--- src/rtl/fpe_pkg.sv ---
package fpe_pkg;

   localparam int PLANES  = 6;
   localparam int COMPS   = 4;
   localparam int SUM_W   = 34;
   localparam int HALF_W  = 17;
   localparam int SQ_W    = 68;
   localparam int ROOT_W  = 36;
   localparam int REM_W   = 37;
   localparam int QUOT_W  = 32;
   localparam int COEF_W  = 32;

   localparam logic [2:0] LAST_PLANE  = 3'd5;
   localparam logic [1:0] LAST_COMP   = 2'd3;
   localparam logic [1:0] LAST_SQCOMP = 2'd2;
   localparam logic [1:0] LAST_PART   = 2'd2;
   localparam logic [1:0] PART_LOW    = 2'd0;
   localparam logic [1:0] PART_CROSS  = 2'd1;
   // one root bit per bit pair of the 68-bit sum
   localparam logic [5:0] ROOT_FIRST  = 6'd33;
   localparam logic [5:0] DIV_FIRST   = 6'd31;

   localparam logic [31:0] POS_MAX = 32'h7FFF_FFFF;
   localparam logic [31:0] NEG_MAX = 32'h8000_0000;

   typedef enum logic [2:0] {
      ST_IDLE,
      ST_SQUARE,
      ST_ROOT,
      ST_DIV_LOAD,
      ST_DIV_RUN,
      ST_DIV_SAVE,
      ST_EMIT
   } state_type;

   typedef struct packed {
      logic       store_wr;
      logic       sq_step;
      logic       sq_first;
      logic       root_init;
      logic       root_step;
      logic       root_first;
      logic       div_load;
      logic       div_step;
      logic       coef_save;
      logic       emit;
      logic [2:0] plane;
      logic [1:0] comp;
      logic [1:0] part;
   } cmd_type;

   typedef struct packed {
      logic s_zero;
   } status_type;

endpackage

--- src/rtl/fpe_ctrl.sv ---
module fpe_ctrl (
   input  logic                clock,
   input  logic                reset,
   input  logic                start,
   input  logic                last_column,
   input  fpe_pkg::status_type status,
   output fpe_pkg::cmd_type    cmd,
   output logic                busy
);

   fpe_pkg::state_type state_ff, state_in;
   logic [2:0] plane_ff, plane_in;
   logic [1:0] comp_ff, comp_in;
   logic [1:0] part_ff, part_in;
   logic [5:0] step_ff, step_in;

   always_ff @(posedge clock) begin
      if (reset) begin
         state_ff <= fpe_pkg::ST_IDLE;
         plane_ff <= '0;
         comp_ff  <= '0;
         part_ff  <= '0;
         step_ff  <= '0;
      end else begin
         state_ff <= state_in;
         plane_ff <= plane_in;
         comp_ff  <= comp_in;
         part_ff  <= part_in;
         step_ff  <= step_in;
      end
   end

   always_comb begin
      state_in = state_ff;
      plane_in = plane_ff;
      comp_in  = comp_ff;
      part_in  = part_ff;
      step_in  = step_ff;
      cmd      = '0;
      cmd.plane = plane_ff;
      cmd.comp  = comp_ff;
      cmd.part  = part_ff;
      busy     = (state_ff != fpe_pkg::ST_IDLE);
      case (state_ff)
         fpe_pkg::ST_IDLE: begin
            if (start) begin
               cmd.store_wr = 1'b1;
               if (last_column) begin
                  plane_in = '0;
                  comp_in  = '0;
                  part_in  = '0;
                  state_in = fpe_pkg::ST_SQUARE;
               end
            end
         end
         fpe_pkg::ST_SQUARE: begin
            cmd.sq_step  = 1'b1;
            cmd.sq_first = (comp_ff == '0) && (part_ff == '0);
            if (part_ff == fpe_pkg::LAST_PART) begin
               part_in = '0;
               if (comp_ff == fpe_pkg::LAST_SQCOMP) begin
                  cmd.root_init = 1'b1;
                  comp_in  = '0;
                  step_in  = fpe_pkg::ROOT_FIRST;
                  state_in = fpe_pkg::ST_ROOT;
               end else begin
                  comp_in = comp_ff + 2'd1;
               end
            end else begin
               part_in = part_ff + 2'd1;
            end
         end
         fpe_pkg::ST_ROOT: begin
            cmd.root_step  = 1'b1;
            cmd.root_first = (step_ff == fpe_pkg::ROOT_FIRST);
            if ((step_ff == fpe_pkg::ROOT_FIRST) && status.s_zero) begin
               state_in = fpe_pkg::ST_EMIT;
            end else if (step_ff == '0) begin
               comp_in  = '0;
               state_in = fpe_pkg::ST_DIV_LOAD;
            end else begin
               step_in = step_ff - 6'd1;
            end
         end
         fpe_pkg::ST_DIV_LOAD: begin
            cmd.div_load = 1'b1;
            step_in  = fpe_pkg::DIV_FIRST;
            state_in = fpe_pkg::ST_DIV_RUN;
         end
         fpe_pkg::ST_DIV_RUN: begin
            cmd.div_step = 1'b1;
            if (step_ff == '0) begin
               state_in = fpe_pkg::ST_DIV_SAVE;
            end else begin
               step_in = step_ff - 6'd1;
            end
         end
         fpe_pkg::ST_DIV_SAVE: begin
            cmd.coef_save = 1'b1;
            if (comp_ff == fpe_pkg::LAST_COMP) begin
               state_in = fpe_pkg::ST_EMIT;
            end else begin
               comp_in  = comp_ff + 2'd1;
               state_in = fpe_pkg::ST_DIV_LOAD;
            end
         end
         fpe_pkg::ST_EMIT: begin
            cmd.emit = 1'b1;
            comp_in  = '0;
            part_in  = '0;
            if (plane_ff == fpe_pkg::LAST_PLANE) begin
               state_in = fpe_pkg::ST_IDLE;
            end else begin
               plane_in = plane_ff + 3'd1;
               state_in = fpe_pkg::ST_SQUARE;
            end
         end
         default: begin
            state_in = fpe_pkg::ST_IDLE;
         end
      endcase
   end

endmodule

--- src/rtl/fpe_datapath.sv ---
module fpe_datapath #(
   parameter int FRAC_BITS = 16
) (
   input  logic                 clock,
   input  fpe_pkg::cmd_type     cmd,
   output fpe_pkg::status_type  status,
   input  logic [1:0]           column_index,
   input  logic signed [31:0]   row_zero,
   input  logic signed [31:0]   row_one,
   input  logic signed [31:0]   row_two,
   input  logic signed [31:0]   row_three,
   output logic [2:0]           plane_index,
   output logic signed [31:0]   normal_x,
   output logic signed [31:0]   normal_y,
   output logic signed [31:0]   normal_z,
   output logic signed [31:0]   plane_distance,
   output logic                 degenerate,
   output logic                 last_plane
);

   // numerator: |c| << FRAC_BITS plus half the root, one carry bit
   localparam int NUM_W = fpe_pkg::SUM_W + FRAC_BITS + 1;
   localparam int HI_W  = NUM_W - fpe_pkg::QUOT_W;

   logic signed [fpe_pkg::SUM_W-1:0] store_ff [fpe_pkg::PLANES][fpe_pkg::COMPS];
   logic [fpe_pkg::SQ_W-1:0]   acc_ff, acc_in;
   logic [fpe_pkg::ROOT_W-1:0] root_ff, root_in;
   logic [fpe_pkg::REM_W-1:0]  rem_ff, rem_in;
   logic [fpe_pkg::QUOT_W-1:0] quot_ff, quot_in;
   logic [fpe_pkg::QUOT_W-1:0] numlo_ff, numlo_in;
   logic                       neg_ff, neg_in;
   logic                       ovf_ff, ovf_in;
   logic                       degen_ff, degen_in;
   logic [fpe_pkg::COEF_W-1:0] coef_ff [fpe_pkg::COMPS];

   logic signed [fpe_pkg::SUM_W-1:0] sel;
   logic [fpe_pkg::SUM_W-1:0]        mag;
   logic [fpe_pkg::HALF_W-1:0]       mul_a, mul_b;
   logic [2*fpe_pkg::HALF_W-1:0]     prod;
   logic [fpe_pkg::SQ_W-1:0]         pp;
   logic [fpe_pkg::REM_W+1:0]        rrem, rtrial;
   logic [NUM_W-1:0]                 num;
   logic [HI_W-1:0]                  num_hi;
   logic [fpe_pkg::REM_W:0]          drem, ddiv;
   logic [fpe_pkg::COEF_W-1:0]       sat;

   always_ff @(posedge clock) begin
      if (cmd.store_wr) begin
         store_ff[0][column_index] <= 34'(row_three) + 34'(row_zero);
         store_ff[1][column_index] <= 34'(row_three) - 34'(row_zero);
         store_ff[2][column_index] <= 34'(row_three) + 34'(row_one);
         store_ff[3][column_index] <= 34'(row_three) - 34'(row_one);
         store_ff[4][column_index] <= 34'(row_three) + 34'(row_two);
         store_ff[5][column_index] <= 34'(row_three) - 34'(row_two);
      end
      if (cmd.coef_save) begin
         coef_ff[cmd.comp] <= sat;
      end
      acc_ff   <= acc_in;
      root_ff  <= root_in;
      rem_ff   <= rem_in;
      quot_ff  <= quot_in;
      numlo_ff <= numlo_in;
      neg_ff   <= neg_in;
      ovf_ff   <= ovf_in;
      degen_ff <= degen_in;
   end

   always_comb begin
      sel = store_ff[cmd.plane][cmd.comp];
      mag = sel[fpe_pkg::SUM_W-1] ? fpe_pkg::SUM_W'(-sel) : fpe_pkg::SUM_W'(sel);
      mul_a = mag[fpe_pkg::HALF_W-1:0];
      mul_b = mag[fpe_pkg::HALF_W-1:0];
      case (cmd.part)
         fpe_pkg::PART_LOW: begin
            mul_a = mag[fpe_pkg::HALF_W-1:0];
            mul_b = mag[fpe_pkg::HALF_W-1:0];
         end
         fpe_pkg::PART_CROSS: begin
            mul_a = mag[fpe_pkg::HALF_W-1:0];
            mul_b = mag[fpe_pkg::SUM_W-1:fpe_pkg::HALF_W];
         end
         default: begin
            mul_a = mag[fpe_pkg::SUM_W-1:fpe_pkg::HALF_W];
            mul_b = mag[fpe_pkg::SUM_W-1:fpe_pkg::HALF_W];
         end
      endcase
      prod = mul_a * mul_b;
      case (cmd.part)
         fpe_pkg::PART_LOW:   pp = fpe_pkg::SQ_W'(prod);
         fpe_pkg::PART_CROSS: pp = fpe_pkg::SQ_W'(prod) << (fpe_pkg::HALF_W + 1);
         default:             pp = fpe_pkg::SQ_W'(prod) << (2 * fpe_pkg::HALF_W);
      endcase

      status.s_zero = (acc_ff == '0);

      // one root bit per step from the top two bits of the sum
      rrem   = {rem_ff, acc_ff[fpe_pkg::SQ_W-1:fpe_pkg::SQ_W-2]};
      rtrial = {1'b0, root_ff, 2'b01};

      num    = (NUM_W'(mag) << FRAC_BITS) + NUM_W'(root_ff >> 1);
      num_hi = num[NUM_W-1:fpe_pkg::QUOT_W];

      drem = {rem_ff, numlo_ff[fpe_pkg::QUOT_W-1]};
      ddiv = (fpe_pkg::REM_W+1)'(root_ff);

      if (neg_ff) begin
         sat = (ovf_ff || quot_ff > fpe_pkg::NEG_MAX) ? fpe_pkg::NEG_MAX : -quot_ff;
      end else begin
         sat = (ovf_ff || quot_ff > fpe_pkg::POS_MAX) ? fpe_pkg::POS_MAX : quot_ff;
      end

      acc_in   = acc_ff;
      root_in  = root_ff;
      rem_in   = rem_ff;
      quot_in  = quot_ff;
      numlo_in = numlo_ff;
      neg_in   = neg_ff;
      ovf_in   = ovf_ff;
      degen_in = degen_ff;

      if (cmd.sq_step) begin
         acc_in = (cmd.sq_first ? '0 : acc_ff) + pp;
      end
      if (cmd.root_init) begin
         root_in = '0;
         rem_in  = '0;
      end
      if (cmd.root_step) begin
         if (cmd.root_first) begin
            degen_in = status.s_zero;
         end
         acc_in = acc_ff << 2;
         if (rrem >= rtrial) begin
            rem_in  = fpe_pkg::REM_W'(rrem - rtrial);
            root_in = {root_ff[fpe_pkg::ROOT_W-2:0], 1'b1};
         end else begin
            rem_in  = fpe_pkg::REM_W'(rrem);
            root_in = {root_ff[fpe_pkg::ROOT_W-2:0], 1'b0};
         end
      end
      if (cmd.div_load) begin
         neg_in   = sel[fpe_pkg::SUM_W-1];
         ovf_in   = (fpe_pkg::ROOT_W'(num_hi) >= root_ff);
         rem_in   = fpe_pkg::REM_W'(num_hi);
         numlo_in = num[fpe_pkg::QUOT_W-1:0];
         quot_in  = '0;
      end
      if (cmd.div_step) begin
         numlo_in = numlo_ff << 1;
         if (drem >= ddiv) begin
            rem_in  = fpe_pkg::REM_W'(drem - ddiv);
            quot_in = {quot_ff[fpe_pkg::QUOT_W-2:0], 1'b1};
         end else begin
            rem_in  = fpe_pkg::REM_W'(drem);
            quot_in = {quot_ff[fpe_pkg::QUOT_W-2:0], 1'b0};
         end
      end
   end

   assign plane_index    = cmd.plane;
   assign normal_x       = degen_ff ? '0 : coef_ff[0];
   assign normal_y       = degen_ff ? '0 : coef_ff[1];
   assign normal_z       = degen_ff ? '0 : coef_ff[2];
   assign plane_distance = degen_ff ? '0 : coef_ff[3];
   assign degenerate     = degen_ff;
   assign last_plane     = (cmd.plane == fpe_pkg::LAST_PLANE);

endmodule

--- src/rtl/frustum_plane_extract_top.sv ---
// A non-final column is stored when start is seen in idle, and busy stays low.
// A final column runs each plane through square, root, then load, divide and save per
// component, then emit; a degenerate plane goes from its first root step to emit.
// Throughput is set by the bit-serial root and divide unit shared by all planes.
// Results strobe on rsp_valid for one cycle each; the receiver cannot stall.
// Synchronous active-high reset returns the controller to idle; the store is not cleared.
module frustum_plane_extract_top #(
   parameter int FRAC_BITS = 16
) (
   input  logic               clock,
   input  logic               reset,
   input  logic               start,
   output logic               busy,
   input  logic [1:0]         req_column_index,
   input  logic signed [31:0] req_row_zero,
   input  logic signed [31:0] req_row_one,
   input  logic signed [31:0] req_row_two,
   input  logic signed [31:0] req_row_three,
   input  logic               req_last_column,
   output logic               rsp_valid,
   output logic [2:0]         rsp_plane_index,
   output logic signed [31:0] rsp_normal_x,
   output logic signed [31:0] rsp_normal_y,
   output logic signed [31:0] rsp_normal_z,
   output logic signed [31:0] rsp_plane_distance,
   output logic               rsp_degenerate,
   output logic               rsp_last_plane
);

   fpe_pkg::cmd_type    cmd;
   fpe_pkg::status_type status;

   fpe_ctrl u_ctrl (
      .clock       (clock),
      .reset       (reset),
      .start       (start),
      .last_column (req_last_column),
      .status      (status),
      .cmd         (cmd),
      .busy        (busy)
   );

   fpe_datapath #(.FRAC_BITS(FRAC_BITS)) u_dp (
      .clock          (clock),
      .cmd            (cmd),
      .status         (status),
      .column_index   (req_column_index),
      .row_zero       (req_row_zero),
      .row_one        (req_row_one),
      .row_two        (req_row_two),
      .row_three      (req_row_three),
      .plane_index    (rsp_plane_index),
      .normal_x       (rsp_normal_x),
      .normal_y       (rsp_normal_y),
      .normal_z       (rsp_normal_z),
      .plane_distance (rsp_plane_distance),
      .degenerate     (rsp_degenerate),
      .last_plane     (rsp_last_plane)
   );

   assign rsp_valid = cmd.emit;

endmodule

--- config.mk ---
export PLATFORM = sky130hd
export DESIGN_NAME = frustum_plane_extract_top
export DESIGN_NICKNAME = d
export VERILOG_FILES = /design/src/rtl/fpe_pkg.sv /design/src/rtl/fpe_ctrl.sv /design/src/rtl/fpe_datapath.sv /design/src/rtl/frustum_plane_extract_top.sv
export SDC_FILE = /design/constraint.sdc
export NUM_CORES = 2
export LEC_CHECK = 0
export BUFFER_PORTS_ARGS = -buffer_cell sky130_fd_sc_hd__buf_2
export CORE_ASPECT_RATIO = 2
export CORE_UTILIZATION = 50
export DETAILED_ROUTE_END_ITERATION = 8
export PLACE_DENSITY = 0.67
export SYNTH_ARGS = -nofsm -noshare
export SYNTH_HDL_FRONTEND = slang
export SYNTH_SLANG_ARGS = --single-unit
--- constraint.sdc ---
create_clock -name clock -period 50 [get_ports clock]
set_input_delay 10 -clock clock [delete_from_list [all_inputs] [get_ports clock]]
set_output_delay 10 -clock clock [all_outputs]
set_load 0.05 [all_outputs]
[Yosys cells after proc, flatten, opt, wreduce, memory -nomap -nowiden]
Memories as Yosys holds them, arrays and structs flattened. A register that Yosys moved wholly into a read port is not among the register bits.
Index checks and enable logic that the tools add are counted.
Word-level totals
  RAM bits: 944
  logic and storage cells: 170
  flip-flop bits (word level): 224
  input port bits: 134
  output and inout port bits: 135
  memories: 2
Memory list
  u_dp.store_ff: words 6, width 136, read ports 1, clocked after memory_dff 1, write ports 6, line fpe_datapath.sv:25  | logic signed [fpe_pkg::SUM_W-1:0] store_ff [fpe_pkg::PLANES][fpe_pkg::COMPS];
  u_dp.coef_ff: words 4, width 32, read ports 4, clocked after memory_dff 0, write ports 1, line fpe_datapath.sv:34  | logic [fpe_pkg::COEF_W-1:0] coef_ff [fpe_pkg::COMPS];
Cells by class
  reductions and logical operators: 26
  bitwise gates (word level): 2
  add/sub/neg operators: 16
  $mul: 1
  eq/ne operators: 22
  order comparisons: 8
  mux-type cells: 78
Operators with widths (count)
  2-to-1 mux 32 bit: 11
  2-to-1 mux 37 bit: 6
  2-to-1 mux 68 bit: 3
  2-to-1 mux 136 bit: 1
  2-to-1 mux 34 bit: 4
  case mux 68 bit (2 select lines): 1
  adder 32 x 32 -> 33 bit: 3
  subtractor 32 x 32 -> 33 bit: 3
  2-to-1 mux 36 bit: 2
  adder 68 bit: 1
  binary-select mux 34 bit (select 2 bit): 1
  demux 34 bit (select 2 bit): 1
  zero test 68 bit: 1
  adder 50 x 35 -> 51 bit: 1
  2-to-1 mux 3 bit: 14
  >= comparator 39 x 38 -> 1 bit: 1
  >= comparator 38 x 36 -> 1 bit: 1
  subtractor 37 x 36 -> 37 bit: 1
  subtractor 37 bit: 1
  >= comparator 19 x 36 -> 1 bit: 1
  multiplier 17 x 17 -> 34 bit: 1
  2-to-1 mux 17 bit: 2
  negation 34 bit: 1
  > comparator 32 x 31 -> 1 bit, second input constant: 1
  other kinds (40): 90

[Longest topological paths before layout]
  depth after elaboration: 12
  depth in mapped cells: 62
  mapped depth without buffers: 54

[Hierarchy]
Synthesis repeated with hierarchy kept, for this count alone.
Second synthesis, totals
  cell total of the unflattened synthesis: 6867
  area total of the unflattened synthesis: 74944.4 um2
By module, submodules not included
  fpe_datapath: cells an instance 6707, instances 1, area an instance 73768.2 um2, sequential area each 33482.1 um2
  fpe_ctrl: cells an instance 160, instances 1, area an instance 1176.1 um2, sequential area each 320.3 um2

[Worst setup path before layout]
Ideal clock, no wire load.
  path type: input-to-reg
  from: input port start
  to: memory u_dp.store_ff[0][102] (netlist name) (enable)
  data required time: 48.967 ns
  library setup time: 1.033 ns
  stages on the path: 2
  slack: 24.781 ns
  arrival time: 24.186 ns
  buffers on the path: 0
  cells stage by stage: and2_1 > nor3b_1
RTL lines
  from (decl): line frustum_plane_extract_top.sv:12  | input logic start,
  to (decl): line fpe_datapath.sv:25

==> flow_summary.ini <==
[clock_tree]
numClockSinks = 1135
clockBufferDepth = 3
cts_resized = 0
clockRootBuffer = clkbuf_16
clk_latency_ns = 0.73
cts_tree = done
htree_levels = 3
cts.clk_slew.worst_paths_ns = 0.08
hold_buffers = 0
cts_setup_buffers = 0
cts_made_buffers = 96

[global_routing]
antenna_found_initial = 5
gr-usage-met1 = 0.2818
grt-busiest-layer = met2
grt_pass1_vias = 54990
grt_max_degree = 102
grt-ovfl-total = 0
grt_util_all_layers = 0.2884
use_met3 = 0.03468
grt_pass1_wl_um = 329700
met2_usage = 0.5523

[timing]
drv_slew = 0
finalSetupViolCount = 0
hold_viol_final = 0
tns_ns = 0
tightest_slew_ns = 1.339
clock_skew_ns = 0.03861
slew_headroom = 0.09819
max_freq_ghz = 0.06022
min_period_ns = 16.61
fin_crit_sh = 0.3321
rsz0062_at_grt = no

[routing]
vias = 53640
drc_errors = 0
wl_um = 221100
drt-vias-per-instance = 5.941
first_iter_violations = 3343
drtAntennaViolNets = 0
wire_per_inst_um = 24.49
drt_pass1_iterations = 6

[worst_hold_path]
worstHoldStart = u_dp.numlo_ff[0]
min_path_type = flop to flop
min_to = u_dp.numlo_ff[0]
min_path_cells = 2

[worst_setup_path]
crit_path_max_incr_delay_ns = 0.93
crit_buf_inv = 5
rr_worst_depth = 47
cpMostUsedCell = fa_1
r2r_slack_ns = 33.39
cp.required_ns = 50.43
setup.worst_path.class = flop to flop
cp_top_family = compound AO/OA/AOI/OAI gates
cp_max_fo = 60
reg2reg_to = u_dp.acc_ff[66]
crit_path_start_kind = flop
slowest_stage = dfxtp_4
critPathArrivalTime_ns = 17.03
end_kind = flop

[placement]
hpwlAfterDp_um = 167200
io_buffers = 268
dp_cells = 8851
gp_congestion = 0.9914

[layout]
final_nets = 7889
fin_cells = 9028
syn_to_final_growth_pct = 8.341
layout-drive-gt1-share = 0.09878

[yosys]
synthCells = 6880
postSynthAreaPerCell_um2 = 10.93
synth_largest_area_cell = edfxtp_1
ys_types = 101
yosysSeqAreaShare = 0.4504
netlist_area_mm2 = 0.07518
yosys.area.top_type_share = 0.4445
yosys_warnings = 0
synth-async-reset-ratio = 0
synth-seq-cells = 1135
synth.area.top_cells = edfxtp_1 (44%), ha_1 (8.2%), fa_1 (6.2%)
synth_edf_count = 1113
synth_flop_cell = edfxtp_1

[flow_run]
max-cap-violations = 0

[die]
dieArea_mm2 = 0.1520
initial_core_util = 0.5049
io_pins = 269
core_mm2 = 0.1489
die_y_um = 550.4
rows = 200
die_w_um = 276.2

[outcome]
status = complete, no violations
## worst max-delay path by stage
stage | from | end | slack (ns) | depth (start not counted)
finish | flop | u_dp.acc_ff[66] | 33.39 | 47
detailed placement | flop | u_dp.acc_ff[67] | 33.62 | 48
global route | flop | u_dp.acc_ff[66] | 32.21 | 46
floorplan | start | u_dp.store_ff[0][102] | 24.78 | 2
global placement | flop | u_dp.acc_ff[67] | 33.82 | 48
CTS | flop | u_dp.acc_ff[67] | 33.60 | 47
## Yosys cell counts (all sizes together) (10+ instances only)
library cell	instances
nor4	48
a21o	110
a22o	27
or2	18
o22ai	82
o311ai	27
fa	233
o21ai	352
o41ai	21
edfxtp	1113
mux2i	291
xnor2	248
a22oi	32
or3	42
nand2	597
and3	31
o21a	54
o31a	10
o211ai	17
inv	599
o21bai	67
nand4	40
a31oi	40
and2	190
xor2	117
ha	492
mux2	15
nor3	88
clkbuf	221
nor2	516
nor2b	189
nand3	66
a21oi	369
a211oi	40
buf	87
and4	11
mux4	99
a41oi	11
nand2b	73
dfxtp	22
o31ai	25
## sequential cells by signal, summed over array words and instances, names as in the netlist, named ones only
signal	count
u_dp.store_ff	780
u_ctrl.state_ff	3
u_ctrl.plane_ff	3
u_dp.numlo_ff	32
u_ctrl.comp_ff	2
u_dp.neg_ff	1
u_dp.coef_ff	128
u_dp.acc_ff	68
u_ctrl.step_ff	6
u_ctrl.part_ff	2
u_dp.root_ff	36
u_dp.quot_ff	32
u_dp.ovf_ff	1
u_dp.rem_ff	37
u_dp.degenerate	1
## cells in the final DEF, fill, tap and decap left out, types with 38 or more instances in the layout
cell       count
nand2b_1      72
o21ai_0      345
o21bai_1      67
nor2_1       508
clkbuf_16     97
mux2i_1      289
and2_1       187
nor3_1        86
nand3_1       66
edfxtp_1    1113
a211oi_1      40
mux4_2        92
nor4_1        47
inv_1        598
xnor2_1      246
o21a_1        54
nor2b_1      187
nand2_1      594
buf_4         90
ha_1         492
a31oi_1       38
a21o_1       110
a21oi_1      361
o22ai_1       82
buf_2        268
nand4_1       39
or3_1         42
xor2_1       117
fa_1         233
## area by class of cell
class | instances | area, um^2
Clock inverter | 59 | 676.9
Multi-Input combinational cell | 4836 | 37700
Antenna cell | 2 | 5.005
Inverter | 602 | 2260
Sequential cell | 1135 | 33880
Timing Repair Buffer | 359 | 2037
Clock buffer | 116 | 2499
Fill cell | 12710 | 67440
Tap cell | 1919 | 2401
## metrics by stage
stage	util	cell area (um^2)	setup WS (ns)	hold WS, ns
floorplan	-	75190	24.78	0.4352
global route	0.5471	81450	32.21	0.4926
detailed placement	0.5257	78270	33.62	0.4562
CTS	0.5470	81450	33.60	0.4655
finish	0.5471	81450	33.39	0.4681
global placement	0.5257	78270	33.82	0.4450
## logic make-up (layout without fill, tap and decap cells)
kind of cell | count (synthesis) | in the layout | share of synthesized area
compound gates | 1381 | 1381 | 0.1161
xor+xnor | 365 | 365 | 0.04277
flops | 1135 | 1135 | 0.4504
mux | 405 | 405 | 0.07099
simple gates | 1958 | 1958 | 0.1258
other cells | 1 | 4 | 0.00004988
fa+ha+maj | 725 | 725 | 0.1439
buf+inv | 910 | 1136 | 0.05003
## layer usage
layer	wire (um)	share of wire
met3	9322	0.042
met4	18580	0.084
met5	46	0.00021
met2	119500	0.54
met1	73650	0.33
## worst register-to-register path, delay by kind of cell, from the launching register on
| family | cells | cell delay, ns |
|---|---|---|
| flip-flops | 1 | 0.93 |
| adder cells (fa/ha/maj) | 8 | 3.77 |
| buffers and inverters | 5 | 2.03 |
| XOR/XNOR | 3 | 0.63 |
| multiplexers | 2 | 0.48 |
| AO/OA/AOI/OAI | 18 | 5.34 |
| AND/OR/NAND/NOR | 11 | 3.12 |
Power is left out: the tool's default activity adds up to more than one toggle a clock period on the data nets, which glitch-free logic cannot reach.
